--- config.mk ---
export PLATFORM = sky130hd
export DESIGN_NAME = gts_mult
export DESIGN_NICKNAME = d
export VERILOG_FILES = /design/src/rtl/core/gts_pkg.sv /design/src/rtl/core/gts_mult.sv
export SDC_FILE = /design/constraint.sdc
export NUM_CORES = 1
export LEC_CHECK = 0
export ABC_AREA = 1
export BUFFER_PORTS_ARGS = -buffer_cell sky130_fd_sc_hd__buf_2
export CAP_MARGIN = 20
export CORE_MARGIN = 4
export CORE_UTILIZATION = 49
export DETAILED_ROUTE_END_ITERATION = 6
export PLACE_DENSITY = 0.72
export SYNTH_ARGS = -nofsm -noshare
export SYNTH_HDL_FRONTEND = slang
export SYNTH_SLANG_ARGS = --single-unit
--- constraint.sdc ---
create_clock -name clk -period 4.6 [get_ports clk]
set_clock_uncertainty 0.05 [all_clocks]
set_input_delay 0.92 -clock clk [delete_from_list [all_inputs] [get_ports clk]]
set_output_delay 0.92 -clock clk [all_outputs]
set_load 0.005 [all_outputs]
--- src/rtl/core/gts_pkg.sv ---
`default_nettype none

package gts_pkg;

	// Build-time defaults for the top-level parameters.
	localparam int SAMPLES_PER_SYMBOL = 1920;
	localparam int PULSE_BT_TENTHS    = 20;

	// Field widths.
	localparam int CODE_W     = 4;
	localparam int SAMPLE_W   = 16;
	localparam int STEP_W     = 32;
	localparam int LEVEL_W    = 16;
	localparam int BASE_W     = 31;
	localparam int TONE_W     = 24;
	localparam int IDLE_W     = 3;
	localparam int WEIGHT_W   = 4;
	localparam int PULSE_W    = 31;
	localparam int ACC_W      = 35;
	localparam int IN_DATA_W  = 16;
	localparam int OUT_DATA_W = 64;
	localparam int CFG_IDX_W  = 2;
	localparam int CFG_DATA_W = 32;

	// Serial multiplier operand widths.
	localparam int MA_W = 36;
	localparam int MB_W = 32;
	localparam int MP_W = MA_W + MB_W;

	// Register indexes of the configuration port.
	localparam logic [CFG_IDX_W-1:0] REG_BASE_STEP = 2'd0;
	localparam logic [CFG_IDX_W-1:0] REG_TONE_STEP = 2'd1;
	localparam logic [CFG_IDX_W-1:0] REG_IDLE_TONE = 2'd2;

	localparam logic [TONE_W-1:0]  TONE_STEP_RESET = 24'd2236962;
	localparam logic [LEVEL_W-1:0] LEVEL_ONE       = 16'd32768;

	localparam logic [63:0] GAUSS_K_Q32     = 64'd22919861047;
	localparam logic [63:0] TWO_RSQRTPI_Q30 = 64'd1211581161;
	localparam logic [63:0] PIHALF_Q30      = 64'd1686629713;
	localparam logic [63:0] ONE_Q62         = 64'h4000_0000_0000_0000;
	localparam logic [63:0] ONE_Q30         = 64'h0000_0000_4000_0000;

	// Constant divisors of the sine polynomial, highest term first, and the
	// reciprocal multipliers used in their place.
	localparam int N_TERMS = 5;
	localparam logic [7:0] DIV_D [N_TERMS] = '{8'd110, 8'd72, 8'd42, 8'd20, 8'd6};
	localparam int DIV_S [N_TERMS] = '{38, 38, 37, 36, 34};
	localparam logic [MB_W-1:0] DIV_M [N_TERMS] = '{
		32'((64'd1 << 38) / 64'd110),
		32'((64'd1 << 38) / 64'd72),
		32'((64'd1 << 37) / 64'd42),
		32'((64'd1 << 36) / 64'd20),
		32'((64'd1 << 34) / 64'd6)
	};

	function automatic logic [63:0] mul_shr(input logic [63:0] a, input logic [63:0] b,
			input int s);
		logic [127:0] p;
		p = {64'd0, a} * {64'd0, b};
		return 64'(p >> s);
	endfunction

	// erf of a nonnegative Q32 argument, in Q30.
	function automatic logic [63:0] erf_mag_q30(input logic [63:0] x);
		logic [63:0] x2, t, e, u, sum, r;
		int k, n;
		if (x == 64'd0)
			return 64'd0;
		if (x >= (64'd5 << 32))
			return ONE_Q30;
		x2 = mul_shr(x, x, 8);
		t = ONE_Q62;
		for (k = 20; k >= 1; k--)
			t = ONE_Q62 - mul_shr(x2, t, 62) / 64'(k);
		e = t;
		for (k = 0; k < 6; k++)
			e = mul_shr(e, e, 62);
		u = mul_shr(e, x, 32);
		sum = 64'd0;
		for (n = 0; n < 256 && u != 64'd0; n++) begin
			sum = sum + u;
			u = mul_shr(u, (64'd2 * x2) / 64'(2 * n + 3), 56);
		end
		r = mul_shr(sum, TWO_RSQRTPI_Q30, 62);
		return (r > ONE_Q30) ? ONE_Q30 : r;
	endfunction

	// One pulse entry from the two erf arguments and their signs.
	function automatic logic [PULSE_W-1:0] pulse_entry(input logic [63:0] xa, input logic na,
			input logic [63:0] xb, input logic nb);
		logic signed [65:0] ea, eb, d;
		ea = na ? -$signed({2'b00, erf_mag_q30(xa)}) : $signed({2'b00, erf_mag_q30(xa)});
		eb = nb ? -$signed({2'b00, erf_mag_q30(xb)}) : $signed({2'b00, erf_mag_q30(xb)});
		d = ea - eb;
		if (d < 0)
			d = '0;
		return PULSE_W'(d >>> 1);
	endfunction

	// Ramp level for a quarter-wave angle below one quarter turn.
	function automatic logic [LEVEL_W-1:0] ramp_level(input logic [63:0] ang);
		logic [63:0] x, x2, t, s;
		int k;
		x = (ang * PIHALF_Q30) >> 30;
		x2 = (x * x) >> 30;
		t = ONE_Q30;
		for (k = 10; k >= 2; k -= 2)
			t = ONE_Q30 - ((x2 * t) >> 30) / 64'(k * (k + 1));
		s = (x * t) >> 30;
		return LEVEL_W'((s * s + (64'd1 << 44)) >> 45);
	endfunction

endpackage

`default_nettype wire

--- src/rtl/core/gts_mult.sv ---
`default_nettype none

// Bit-serial shift-add multiplier: one bit of b per cycle, LSB first.
module gts_mult (
	input  wire logic                      clk,
	input  wire logic                      arst_n,
	input  wire logic                      start,
	input  wire logic [gts_pkg::MA_W-1:0]  a,
	input  wire logic [gts_pkg::MB_W-1:0]  b,
	output logic                           busy,
	output logic [gts_pkg::MP_W-1:0]       prod
);

	localparam int CNT_W = $clog2(gts_pkg::MB_W + 1);

	logic [CNT_W-1:0]          cnt_q;
	logic [gts_pkg::MA_W-1:0]  a_q;
	logic [gts_pkg::MP_W-1:0]  acc_q;
	logic [gts_pkg::MA_W:0]    part;

	// The low half of the accumulator starts as b and shifts out as the
	// product shifts in from the top.
	assign part = {1'b0, acc_q[gts_pkg::MP_W-1:gts_pkg::MB_W]}
		+ (acc_q[0] ? {1'b0, a_q} : '0);

	always_ff @(posedge clk or negedge arst_n) begin
		if (!arst_n) begin
			cnt_q <= '0;
		end else if (start) begin
			cnt_q <= CNT_W'(gts_pkg::MB_W);
		end else if (cnt_q != '0) begin
			cnt_q <= cnt_q - 1'b1;
		end
	end

	always_ff @(posedge clk) begin
		if (start) begin
			a_q   <= a;
			acc_q <= {{gts_pkg::MA_W{1'b0}}, b};
		end else if (cnt_q != '0) begin
			acc_q <= {part, acc_q[gts_pkg::MB_W-1:1]};
		end
	end

	assign busy = (cnt_q != '0);
	assign prod = acc_q;

endmodule

`default_nettype wire

==> out/qor.yml <==
global_route:
  grt_overflow: 0
  grt_pass1_wl_mm: 29.0
  first_global_vias: 6085
  grt_max_degree: 92
  grt.total_usage: 0.221
  antenna_found_initial: 0
clock_tree:
  cts_made_buffers: 9
  hold_buffers: 0
  clock_latency_ns: 0.36
  post_cts_resized: 0
  clockBufferDepth: 2
  cts_tree: "done"
  cts_root_buffer: "clkbuf_16"
  clk_pin_slew_ns: 0.08
  cts_sinks: 110
  cts_setup_buffers: 0
  htree_levels: 3
critical_path:
  cp_cell_sequence: "buf_4 > nand2_1 > inv_1 > ha_1 > nand2_1 > inv_1 > nand2_1 > nand2_1 > a21oi_1 > nand2_1 > nand2_1 > nand2_1 > nand2_1 > nand3_1 > nand2_1 > inv_1"
  worst-path-buf-inv: 4
  crit_path_start_kind: "register"
  critical-path-top-delay-family: "flip-flops"
  worstPathRequired_ns: 4.81
  end_kind: "register"
  crit_top_cell: "nand2_1"
  worstPathArrival_ns: 3.26
  cpMaxStageDelayCell: "edfxtp_1"
  crit_path_max_incr_delay_ns: 0.97
  crit_fanout: 23
  crit_type: "register to register"
finish:
  instances_no_fill: 1297
  area_growth_pct: 16.8
  nFillCells: 1337
  drive_gt1_frac: 0.168
  nNetsFinal: 1221
  fin_util: 0.582
  antenna_cells: 0
timing:
  finalSetupViolCount: 0
  fmax_ghz: 0.327
  slew_violations: 0
  max_slew.worst_pin.slew_ns: 1.03
  period_share: 0.664
  grt_setup_unrepaired: "false"
  fin_ws_ns: 1.54
  period_minus_slack_ns: 3.06
  hold_viol: 0
  slew_headroom: 0.312
  setup_tns_ns: 0
drt:
  first_iter_violations: 447
  vias: 6295
  drt-pass1-iter-count: 5
  vias_per_cell: 4.85
  wl_per_cell_um: 13.6
  drc_errors: 0
  wl_mm: 17.6
  ant_nets: 0
power_and_ir_drop:
  leakage_nw: 4.78
  ir_drop_v: 0.000270
  p_total_w: 0.00393
  power_density_nw_per_um2: 486
logic_synthesis:
  ys_types: 32
  ys_warn_count: 0
  ys_ff_latch: 110
  avgSynthCellArea_um2: 7.06
  synth.top_cell.area_share: 0.295
  mappedNetlistArea_um2: 6920
  yosysTopAreaCell: "edfxtp_1"
  yosys-top-cells-area: "edfxtp_1 30%, nand2_1 18%, dfxtp_1 10%"
  synthCells: 980
  yosysSeqAreaShare: 0.421
  synth_fp_nets: 1089
flow_run:
  cap_violations: 0
hold_path:
  hold_class: "input port to async pin"
die:
  dieArea_um2: 16100
  rows: 43
  die_h_um: 127
  start_util: 0.498
  die_width_um: 127
  ios: 140
  core_area_um2: 13900
place:
  place_ws_ns: 1.58
  hpwlAfterDp_mm: 13.3
  numPortBuffers: 139
  dpl.cell_count: 1281
  routabilityCongestion: 0.925
outcome:
  outcome: "finished, final reports clean"
-- metrics by stage --
step | cell area, um2 | hold slack [ns]
3_3_place_gp | 7780 | 0.450
3_5_place_dp | 7780 | 0.463
5_1_grt | 8080 | 0.314
2_1_floorplan | 6920 | 0.450
6_report | 8080 | 0.316
4_1_cts | 8080 | 0.311
-- worst reg2reg max path, cell delays in order, from the launching register on --
cell,delay [ns]
edfxtp_1,0.97
buf_4,0.35
nand2_1,0.07
inv_1,0.05
ha_1,0.27
nand2_1,0.17
inv_1,0.07
nand2_1,0.07
nand2_1,0.08
a21oi_1,0.19
nand2_1,0.13
nand2_1,0.14
nand2_1,0.06
nand2_1,0.05
nand3_1,0.08
nand2_1,0.09
inv_1,0.03
-- where the power goes --
group	internal [W]	switching (W)
Sequential	0.00131	0.000194
Combinational	0.000629	0.000987
Clock	0.000429	0.000382
Total	0.00237	0.00156
-- metal layers --
metal | track usage | up-vias | share of wire
met2 | 0.366 | 191 | 0.45
met1 | 0.296 | 2798 | 0.47
met5 | 0 | - | 0
met3 | 0.0539 | 14 | 0.064
met4 | 0.0454 | 0 | 0.013
li1 | - | 3292 | -
-- area by class of cell --
type / instances / area [um2] / area share
flip-flops and latches: 110 / 2910 / 0.360
repair buffers: 145 / 743 / 0.0920
inverters: 172 / 646 / 0.0799
clock buffers: 10 / 229 / 0.0283
multi-input cells: 674 / 3260 / 0.403
clock inverters: 6 / 68.8 / 0.00852
well taps: 180 / 225 / 0.0279
-- registers in the layout, indices dropped and copies added (netlist names) --
name / cells
prod: 68
a_q: 36
cnt_q: 6
-- Yosys cell counts (all sizes together) --
master    n
inv     172
o211ai    2
buf       9
ha       37
edfxtp   68
clkbuf   15
a211oi    1
nor3     14
dfxtp    36
a31oi     1
xor2     16
nand4     1
o21bai    4
o21ai    37
dfrtp     6
fa        1
xnor2     2
and2      1
nand3    53
a21oi    38
nand2   344
nor2    121
or2       1
-- kinds of logic (layout without fill, tap and decap cells) --
logic type / Yosys count / in the layout / share of synthesized area
compound gates: 83 / 83 / 0.0633
simple gates: 535 / 535 / 0.315
flops: 110 / 110 / 0.421
xor+xnor: 18 / 18 / 0.0228
buf+inv: 196 / 333 / 0.108
fa+ha+maj: 38 / 38 / 0.0698
-- cells in the final DEF, fill, tap and decap left out, types with 4 or more instances in the layout --
cell type  netlist  final
clkbuf_16        0      9
nor2_2           5      5
nand3_2          5      5
buf_2            6    138
o21bai_1         4      4
inv_2            4      4
nand2_1        333    333
xor2_1          16     16
ha_1            37     37
dfrtp_1          6      6
nand3_1         48     48
o21ai_0         30     30
nor3_1          12     12
dfxtp_1         36     36
edfxtp_1        68     68
nand2_2         11     11
nor2_1         116    116
inv_1          168    168
buf_4            2      7
o21ai_1          7      7
a21oi_1         37     37
-- worst paths after layout --
path | to | slack [ns] | depth (start not counted) | from
worst max-delay path | prod[55]$_SDFFE_PP0P_ | 1.54 | 16 | prod[0]$_DFFE_PP_
worst min-delay path | cnt_q[0]$_DFFE_PN0P_ | 0.32 | 1 | arst_n
worst max register to register | prod[55]$_SDFFE_PP0P_ | 1.54 | 16 | prod[0]$_DFFE_PP_
worst min register to register | prod[32]$_SDFFE_PP0P_ | 0.47 | 2 | prod[32]$_SDFFE_PP0P_
max in group asynchronous | cnt_q[4]$_DFFE_PN0P_ | 4.03 | 1 | arst_n
min in group clk | prod[32]$_SDFFE_PP0P_ | 0.47 | 2 | prod[32]$_SDFFE_PP0P_
Note: power is estimated with default switching activity, not from simulation.
